--- src/rtl/hcc_pkg.sv ---
// ----------------------------------------------------------------------------
// hcc_pkg
// Shared widths and limits of the Huffman code cost unit and its checker.
// ----------------------------------------------------------------------------
package hcc_pkg;

    // Fixed field widths of the item channels
    localparam int WEIGHT_W = 16;
    localparam int COST_W   = 28;
    localparam int COUNT_W  = 7;

    // Saturation limits of the result fields
    localparam logic [COST_W-1:0]  COST_MAX  = 28'hFFFFFFF;
    localparam logic [COUNT_W-1:0] COUNT_MAX = 7'd127;

endpackage

--- src/rtl/huffman_code_cost_unit.sv ---
// ----------------------------------------------------------------------------
// huffman_code_cost_unit
// Min-heap in a two-read, one-write synchronous RAM; computes the weighted
// path length of an optimal prefix code for one set of symbol weights.
// ----------------------------------------------------------------------------
// Insert: an item is taken in S_IDLE; sift-up then moves parent entries down in
//   S_UP_CMP until the new entry settles, and writes it there.
// Item marked last: (n-1) merge rounds (pop with sift-down, replace root
//   with the sum, sift-down), then S_MRG_RD sees a single entry left and
//   S_EMIT loads the result register, held while the output register is
//   full. One item is worked on at a time.
// Reset: asynchronous, clears the control state and counters; heap RAM
//   contents stay undefined until written, no clearing pass.
module huffman_code_cost_unit
    import hcc_pkg::*;
#(
    parameter int MAX_SYMBOLS = 64,
    parameter int WEIGHT_BITS = 16
)
(
    input  logic                clk,
    input  logic                rst_n,
    input  logic                in_valid,
    output logic                in_ready,
    input  logic [WEIGHT_W-1:0] weight,
    input  logic                last,
    output logic                out_valid,
    input  logic                out_ready,
    output logic [COST_W-1:0]   total_cost,
    output logic [COUNT_W-1:0]  symbol_count,
    output logic                overflow
);

    localparam int IDX_W   = (MAX_SYMBOLS > 1) ? $clog2(MAX_SYMBOLS) : 1;
    localparam int CNT_W   = $clog2(MAX_SYMBOLS + 1);
    localparam int EFF_W   = (WEIGHT_BITS < WEIGHT_W) ? WEIGHT_BITS : WEIGHT_W;
    localparam int ENTRY_W = EFF_W + IDX_W;
    localparam int POS_W   = IDX_W + 2;
    localparam int SAT_W   = (CNT_W > COUNT_W) ? CNT_W : COUNT_W;

    typedef enum logic [8:0] {
        S_IDLE    = 9'b000000001,
        S_UP_CMP  = 9'b000000010,
        S_WR_FIN  = 9'b000000100,
        S_MRG_RD  = 9'b000001000,
        S_MRG_POP = 9'b000010000,
        S_MRG_TOP = 9'b000100000,
        S_MRG_REP = 9'b001000000,
        S_DN_CMP  = 9'b010000000,
        S_EMIT    = 9'b100000000
    } state_t;

    typedef enum logic [1:0] {
        RET_IN  = 2'b00,
        RET_POP = 2'b01,
        RET_REP = 2'b10
    } ret_t;

    // Heap RAM
    logic [ENTRY_W-1:0] heap_mem [MAX_SYMBOLS];
    logic [ENTRY_W-1:0] rd0_data_reg;
    logic [ENTRY_W-1:0] rd1_data_reg;
    logic [IDX_W-1:0]   rd0_addr;
    logic [IDX_W-1:0]   rd1_addr;
    logic               wr_en;
    logic [IDX_W-1:0]   wr_addr;
    logic [ENTRY_W-1:0] wr_data;

    // Control and working registers
    state_t             state_reg, state_next;
    ret_t               ret_reg, ret_next;
    logic               last_reg, last_next;
    logic [CNT_W-1:0]   count_reg, count_next;
    logic [CNT_W-1:0]   nsym_reg, nsym_next;
    logic [COST_W-1:0]  acc_reg, acc_next;
    logic               ovf_reg, ovf_next;
    logic [IDX_W-1:0]   hole_reg, hole_next;
    logic [ENTRY_W-1:0] val_reg, val_next;
    logic [ENTRY_W-1:0] a_reg, a_next;

    // Result register
    logic               out_valid_reg, out_valid_next;
    logic [COST_W-1:0]  total_cost_reg;
    logic [COUNT_W-1:0] symbol_count_reg;
    logic               overflow_reg;
    logic               out_load;

    // Datapath signals
    logic [ENTRY_W-1:0] w_entry;
    logic [IDX_W-1:0]   in_parent;
    logic [IDX_W-1:0]   up_parent;
    logic [IDX_W-1:0]   up_gparent;
    logic [POS_W-1:0]   cnt_pos;
    logic [POS_W-1:0]   lc, rc, nlc, nrc;
    logic               pick_right;
    logic [ENTRY_W-1:0] child_val;
    logic [IDX_W-1:0]   child_idx;
    logic               next_has_child;
    logic [ENTRY_W-1:0] pair_sum;
    logic [COST_W:0]    acc_sum;
    logic [COST_W-1:0]  acc_sat;
    logic [SAT_W-1:0]   sym_wide;
    logic [COUNT_W-1:0] sym_sat;
    state_t             done_state;

    // Store write, registered reads
    always_ff @(posedge clk)
    begin
        if (wr_en)
        begin
            heap_mem[wr_addr] <= wr_data;
        end
        rd0_data_reg <= heap_mem[rd0_addr];
        rd1_data_reg <= heap_mem[rd1_addr];
    end

    // Mask the incoming weight to the configured width
    assign w_entry = ENTRY_W'(weight[EFF_W-1:0]);

    // Parent indexes for sift-up
    assign in_parent  = IDX_W'((count_reg - CNT_W'(1)) >> 1);
    assign up_parent  = (hole_reg - IDX_W'(1)) >> 1;
    assign up_gparent = (up_parent - IDX_W'(1)) >> 1;

    // Child selection for sift-down
    assign cnt_pos        = POS_W'(count_reg);
    assign lc             = POS_W'({hole_reg, 1'b1});
    assign rc             = lc + POS_W'(1);
    assign pick_right     = (rc < cnt_pos) && (rd1_data_reg < rd0_data_reg);
    assign child_val      = pick_right ? rd1_data_reg : rd0_data_reg;
    assign child_idx      = pick_right ? rc[IDX_W-1:0] : lc[IDX_W-1:0];
    assign nlc            = POS_W'({child_idx, 1'b1});
    assign nrc            = nlc + POS_W'(1);
    assign next_has_child = nlc < cnt_pos;

    // Merge sum and saturating cost
    assign pair_sum = a_reg + rd0_data_reg;
    assign acc_sum  = {1'b0, acc_reg} + (COST_W + 1)'(pair_sum);
    assign acc_sat  = (acc_sum > {1'b0, COST_MAX}) ? COST_MAX : acc_sum[COST_W-1:0];

    // Saturate the symbol count
    assign sym_wide = SAT_W'(nsym_reg);
    assign sym_sat  = (sym_wide > SAT_W'(COUNT_MAX)) ? COUNT_MAX : sym_wide[COUNT_W-1:0];

    // Where a finished sift returns to
    always_comb
    begin
        unique case (ret_reg)
            RET_IN:  done_state = last_reg ? S_MRG_RD : S_IDLE;
            RET_POP: done_state = S_MRG_TOP;
            RET_REP: done_state = S_MRG_RD;
            default: done_state = S_IDLE;
        endcase
    end

    // Sequencer
    always_comb
    begin
        state_next     = state_reg;
        ret_next       = ret_reg;
        last_next      = last_reg;
        count_next     = count_reg;
        nsym_next      = nsym_reg;
        acc_next       = acc_reg;
        ovf_next       = ovf_reg;
        hole_next      = hole_reg;
        val_next       = val_reg;
        a_next         = a_reg;
        wr_en          = 1'b0;
        wr_addr        = hole_reg;
        wr_data        = val_reg;
        rd0_addr       = '0;
        rd1_addr       = '0;
        out_load       = 1'b0;
        out_valid_next = out_valid_reg && !out_ready;

        unique case (state_reg)
            S_IDLE:
            begin
                rd0_addr = in_parent;
                if (in_valid)
                begin
                    last_next = last;
                    ret_next  = RET_IN;
                    if (count_reg == CNT_W'(MAX_SYMBOLS))
                    begin
                        // Heap full: drop the weight
                        ovf_next   = 1'b1;
                        state_next = last ? S_MRG_RD : S_IDLE;
                    end
                    else
                    begin
                        count_next = count_reg + CNT_W'(1);
                        nsym_next  = nsym_reg + CNT_W'(1);
                        val_next   = w_entry;
                        hole_next  = IDX_W'(count_reg);
                        if (count_reg == '0)
                        begin
                            wr_en      = 1'b1;
                            wr_addr    = '0;
                            wr_data    = w_entry;
                            state_next = last ? S_MRG_RD : S_IDLE;
                        end
                        else
                        begin
                            state_next = S_UP_CMP;
                        end
                    end
                end
            end

            S_UP_CMP:
            begin
                // Move the parent down or settle the new entry
                rd0_addr = up_gparent;
                wr_en    = 1'b1;
                if (val_reg < rd0_data_reg)
                begin
                    wr_data    = rd0_data_reg;
                    hole_next  = up_parent;
                    state_next = (up_parent == '0) ? S_WR_FIN : S_UP_CMP;
                end
                else
                begin
                    state_next = done_state;
                end
            end

            S_WR_FIN:
            begin
                wr_en      = 1'b1;
                state_next = done_state;
            end

            S_MRG_RD:
            begin
                // Fetch root and last entry
                rd0_addr   = '0;
                rd1_addr   = IDX_W'(count_reg - CNT_W'(1));
                state_next = (count_reg > CNT_W'(1)) ? S_MRG_POP : S_EMIT;
            end

            S_MRG_POP:
            begin
                // Take the root, sift the last entry down from the top
                a_next     = rd0_data_reg;
                val_next   = rd1_data_reg;
                hole_next  = '0;
                count_next = count_reg - CNT_W'(1);
                ret_next   = RET_POP;
                rd0_addr   = IDX_W'(1);
                rd1_addr   = IDX_W'(2);
                if (count_reg > CNT_W'(2))
                begin
                    state_next = S_DN_CMP;
                end
                else
                begin
                    wr_en      = 1'b1;
                    wr_addr    = '0;
                    wr_data    = rd1_data_reg;
                    state_next = S_MRG_TOP;
                end
            end

            S_MRG_TOP:
            begin
                rd0_addr   = '0;
                state_next = S_MRG_REP;
            end

            S_MRG_REP:
            begin
                // Replace the root with the pair sum and sift it down
                acc_next  = acc_sat;
                val_next  = pair_sum;
                hole_next = '0;
                ret_next  = RET_REP;
                rd0_addr  = IDX_W'(1);
                rd1_addr  = IDX_W'(2);
                if (count_reg > CNT_W'(1))
                begin
                    state_next = S_DN_CMP;
                end
                else
                begin
                    wr_en      = 1'b1;
                    wr_addr    = '0;
                    wr_data    = pair_sum;
                    state_next = S_MRG_RD;
                end
            end

            S_DN_CMP:
            begin
                // Move the smaller child up or settle the entry
                rd0_addr = nlc[IDX_W-1:0];
                rd1_addr = nrc[IDX_W-1:0];
                wr_en    = 1'b1;
                if (val_reg <= child_val)
                begin
                    state_next = done_state;
                end
                else
                begin
                    wr_data    = child_val;
                    hole_next  = child_idx;
                    state_next = next_has_child ? S_DN_CMP : S_WR_FIN;
                end
            end

            S_EMIT:
            begin
                // Load the result once the output register is free
                if (!out_valid_reg || out_ready)
                begin
                    out_load       = 1'b1;
                    out_valid_next = 1'b1;
                    count_next     = '0;
                    nsym_next      = '0;
                    acc_next       = '0;
                    ovf_next       = 1'b0;
                    state_next     = S_IDLE;
                end
            end

            default:
            begin
                state_next = S_IDLE;
            end
        endcase
    end

    // Control registers
    always_ff @(posedge clk or negedge rst_n)
    begin
        if (!rst_n)
        begin
            state_reg     <= S_IDLE;
            ret_reg       <= RET_IN;
            last_reg      <= 1'b0;
            count_reg     <= '0;
            nsym_reg      <= '0;
            acc_reg       <= '0;
            ovf_reg       <= 1'b0;
            out_valid_reg <= 1'b0;
        end
        else
        begin
            state_reg     <= state_next;
            ret_reg       <= ret_next;
            last_reg      <= last_next;
            count_reg     <= count_next;
            nsym_reg      <= nsym_next;
            acc_reg       <= acc_next;
            ovf_reg       <= ovf_next;
            out_valid_reg <= out_valid_next;
        end
    end

    // Payload registers
    always_ff @(posedge clk)
    begin
        hole_reg <= hole_next;
        val_reg  <= val_next;
        a_reg    <= a_next;
        if (out_load)
        begin
            total_cost_reg   <= acc_reg;
            symbol_count_reg <= sym_sat;
            overflow_reg     <= ovf_reg;
        end
    end

    assign in_ready     = (state_reg == S_IDLE);
    assign out_valid    = out_valid_reg;
    assign total_cost   = total_cost_reg;
    assign symbol_count = symbol_count_reg;
    assign overflow     = overflow_reg;

endmodule

--- config.mk ---
export PLATFORM = sky130hd
export DESIGN_NAME = huffman_code_cost_unit
export DESIGN_NICKNAME = d
export VERILOG_FILES = /design/src/rtl/hcc_pkg.sv /design/src/rtl/huffman_code_cost_unit.sv
export SDC_FILE = /design/constraint.sdc
export NUM_CORES = 2
export LEC_CHECK = 0
export BUFFER_PORTS_ARGS = -buffer_cell sky130_fd_sc_hd__buf_2
export CAP_MARGIN = 20
export CORE_MARGIN = 2
export CORE_UTILIZATION = 38
export CTS_BUF_LIST = sky130_fd_sc_hd__clkbuf_16
export DETAILED_ROUTE_END_ITERATION = 8
export GPL_ROUTABILITY_DRIVEN = 1
export PLACE_DENSITY = 0.54
export SYNTH_ARGS = -nofsm -noshare
export SYNTH_HDL_FRONTEND = slang
export SYNTH_SLANG_ARGS = --single-unit
--- constraint.sdc ---
create_clock -name clk -period 7.1 [get_ports clk]
set_input_delay 1.065 -clock clk [delete_from_list [all_inputs] [get_ports clk]]
set_output_delay 1.065 -clock clk [all_outputs]
set_load 0.03 [all_outputs]
==> summary.txt <==
Critical path
  – Setup CP Type: flip-flop to flip-flop
  – Worst-path maximum fanout: 47
  – CP top delay family: compound AO/OA/AOI/OAI gates
  – Worst R2R End: rd0_data_reg[18]
  – CP endpoint kind: flip-flop
  – Crit path required time: 7.93 ns
  – R2r setup slk: 0.09 ns
  – WP buf/inv: 6
  – Worst path max stage delay: 0.76 ns
  – Worst reg2reg startpoint: rd0_data_reg[13]
  – Crit path DAT: 7.84 ns
  – Critical path launch point type: flip-flop
  – Critical Path Slowest Stage Cell: dfxtp_1
  – FF-to-FF path depth: 21
  – CP most frequent cell: inv_1
  – Crit-path cells: inv_1 -> ha_1 -> a21oi_1 -> o21ai_0 -> a22oi_2 -> nand2_2 -> nor2_4 -> inv_1 -> ha_1 -> inv_1 -> a2bb2oi_2 -> and3_4 -> buf_12 -> buf_4 -> buf_4 -> nand2_1 -> and3_1 -> a311oi_1 -> nor3_1 -> a211oi_2 -> o32a_1

Flow run
  – Max_cap viols: 0

Timing
  – Slew headroom: 14.7%
  – Setup slack after layout: 0.0874 ns
  – Slew Viols, Final: 0
  – Final worst path period share: 98.8%
  – Sum Neg Setup Slack: 0 ns
  – Fin crit period: 7.01 ns
  – Final setup skew: 0.0561 ns
  – Endpoints failing hold: 0
  – Worst hold slack: 0.341 ns
  – Worst-margin pin slew: 1.27 ns
  – Final Setup Violations: 0
  – Max Clk Rate: 143 MHz

Logic synthesis
  – Synthesized area: 0.0814 sq mm
  – Seq/Total Area, Yosys: 57.9%
  – Async set-reset flop share out of synthesis: 3.51%
  – Gate count after technology mapping: 7026
  – Yosys reg bits: 1594
  – Avg Synthesized Cell Area: 11.6 sq um
  – Synth warn: 0
  – Main synth FF type: edfxtp_1
  – EDFF count, synth: 1494
  – Synth unique cells: 105
  – Mapped Nets: 7178

Finish
  – Syn-to-layout area delta: 13.7%
  – Fraction of layout cells with a size suffix above 1: 14.3%
  – Final instance area: 0.0925 sq mm
  – Final design utilization: 43.5%
  – Fin nets: 7301
  – Max reg flops: 1408

Route
  – Routed WL per cell: 34.4 um
  – DRT antenna net count: 0
  – DR vias/cell: 6.45
  – Remaining DRCs: 0
  – Initial DRC count: 10100
  – Router iterations before antenna repair: 9
  – Via count: 65300
  – Total Wirelength: 348000 um

Clock network
  – CTS Root Cell: clkbuf_16
  – Hold-fix buffers, CTS: 0
  – Setup Buffers After CTS: 0
  – H-tree levels: 4
  – CTS buffer count: 179
  – Clk slew on worst S/H paths: 0.06 ns
  – Clock latency on the worst-skew pair: 0.89 ns
  – Clk sinks: 1594
  – Max Root-Sink Buffers: 3
  – CTS tree: built

Global routing
  – Total GRT Usage: 31.2%
  – First-pass GRT wire length: 481000 um
  – Initial antenna violation count: 26
  – Largest net degree at the start of global routing: 71
  – Total gr overflow: 0
  – Vias in the first global route: 61100

Power and ir drop
  – Reg power frac: 28.1%
  – Cell-internal power: 25900 uW
  – Logic gate share of total power: 53.5%
  – Switching Share: 47.4%
  – Worst ir drop on vdd: 0.000602 V
  – Clk pwr share: 18.3%
  – P_sw: 23400 uW
  – Power Dens Cells: 533 mW/mm^2
  – Leakage power total: 0.0334 uW

Place
  – DP Area: 0.0868 sq mm
  – Final HPWL DP: 228000 um
  – RePlAce Congestion: 0.991
  – # port buffers: 58
  – Pre-CTS WS: -0.407 ns

Floorplan
  – I/O Pins: 59
  – Core Box Area: 0.213 sq mm
  – Die ar.: 0.218 sq mm
  – DIE WIDTH: 467 um
  – Cell Rows: 169
  – Chip Height: 467 um
  – Starting Density: 38.3%

Min path
  – Type of the most critical hold path: input pin to async pin

Status
  – Outcome: finished, final reports clean
==> synth_stat cells (18+ instances only) <==
cell type  count  area (sq um)
a211oi_1      48           360
a221oi_1      23           201
a311oi_1      96           841
a32o_1        19           190
dfrtp_1       55          1380
mux2_2        25           282
nor2_1       213           800
o211ai_1     113           848
o31ai_1       20           150
buf_2        214          1070
a222oi_1      34           340
a22oi_1       25           188
buf_1         41           154
o21a_1        22           165
xnor2_1       38           333
nand3_1      651          3260
a31oi_1       82           513
o221ai_1      33           289
a32oi_1       38           333
a211o_1       18           158
o22ai_1       38           238
mux4_2       143          3220
buf_4         60           450
clkbuf_1     178           668
a21o_1        42           315
and3_1       121           757
edfxtp_1    1494         44900
a221o_1       20           200
nand2_1     1630          6120
and2_1        37           231
nor3_1        47           235
o21ai_0      114           571
mux2i_1      420          4200
buf_6         25           282
a22o_1        27           236
a2111oi_0     45           394
dfxtp_1       44           881
xor2_1        21           184
inv_1         99           372
nand4_1       47           294
a21oi_1      177           886
ha_1         129          1610
==> worst register-to-register path, cell delays in order (launching register included) <==
cell and delay, ns:
dfxtp_1 0.76, inv_1 0.20, ha_1 0.36, a21oi_1 0.14, o21ai_0 0.11, a22oi_2 0.42, nand2_2 0.35, nor2_4 0.43
inv_1 0.18, ha_1 0.38, inv_1 0.10, a2bb2oi_2 0.47, and3_4 0.65, buf_12 0.39, buf_4 0.31, buf_4 0.21
nand2_1 0.07, and3_1 0.15, a311oi_1 0.29, nor3_1 0.12, a211oi_2 0.60, o32a_1 0.24
==> layer usage <==
| metal | track usage [%] | share of wire, % |
|---|---|---|
| met1 | 40.8 | 38 |
| met4 | 19.9 | 7.8 |
| met5 | 0 | 0.020 |
| met3 | 8.85 | 12 |
| met2 | 45.5 | 42 |
==> power by group through the flow <==
| stage | Combinational [uW] | Clock, uW | Sequential [uW] |
|---|---|---|---|
| floorplan | 14100 | 0 | 13800 |
| global placement | 25100 | 0 | 14000 |
| detailed placement | 25200 | 0 | 14000 |
| CTS | 25300 | 9120 | 13800 |
| global route | 27300 | 9490 | 13900 |
| finish | 26400 | 9050 | 13900 |
==> layout by cell type (no fill, tap or decap), drive strengths merged, types with 22 or more instances in the layout <==
cell     instances
a2111oi         45
a211oi          48
a21o            42
a21oi          178
a221oi          28
a222oi          34
a22o            27
a22oi           26
a311oi          98
a31oi           83
a32oi           38
and2            41
and3           122
buf            458
clkbuf         181
clkinv          63
dfrtp           55
dfxtp           44
edfxtp        1494
ha             129
inv            166
mux2            25
mux2i          420
mux4           143
nand2         1632
nand3          655
nand4           47
nor2           217
nor3            52
o211ai         113
o21a            22
o21ai          120
o221ai          33
o22ai           38
xnor2           38
==> area by class of cell <==
| class | instances | area, sq um |
|---|---|---|
| Antenna cell | 7 | 17.5 |
| Timing Repair Buffer | 458 | 4040 |
| Inverter | 99 | 372 |
| Clock buffer | 181 | 4530 |
| Clock inverter | 141 | 1100 |
| Multi-Input combinational cell | 4817 | 31800 |
| Fill cell | 19500 | 120000 |
| Sequential cell | 1594 | 47100 |
| Tap cell | 2821 | 3530 |
==> worst max path at each step <==
stage | startpoint | endpoint | slack [ns] | cells after the start
2_1_floorplan | hole_reg[0] | heap_mem[0][19] | 0.56 | 26
3_3_place_gp | rd0_data_reg[20] | heap_mem[60][21] | -0.41 | 22
3_5_place_dp | rd0_data_reg[20] | heap_mem[44][21] | -0.41 | 22
4_1_cts | rd0_data_reg[1] | heap_mem[37][21] | 0.02 | 21
5_1_grt | hole_reg[1] | rd0_data_reg[6] | -0.002 | 22
6_report | rd0_data_reg[13] | rd0_data_reg[18] | 0.09 | 21
==> metrics by stage <==
stage	power, uW	std cells
global placement	39100	9781
CTS	48300	10100
floorplan	27800	7026
finish	49300	10100
global route	50700	10100
detailed placement	39300	9785
==> kinds of logic (layout without fill, tap and decap cells) <==
family          Yosys count  in the layout  share of synthesized area (%)
other cells               0              7                              0
compound gates         1174           1174                           10.8
mux                     588            588                           9.47
fa+ha+maj               131            131                           2.03
flops                  1594           1594                           57.9
buf+inv                 617            879                           3.68
xor+xnor                 59             59                          0.635
simple gates           2863           2865                           15.5
==> repair_timing <==
item | 4_1_cts | 5_1_grt
setup endpoints to repair | 1220 | 314
cloned | 1 | 1
pin swaps | 2 | 1
resized for setup | 4 | 12
Power figures use the tool's default switching activity.
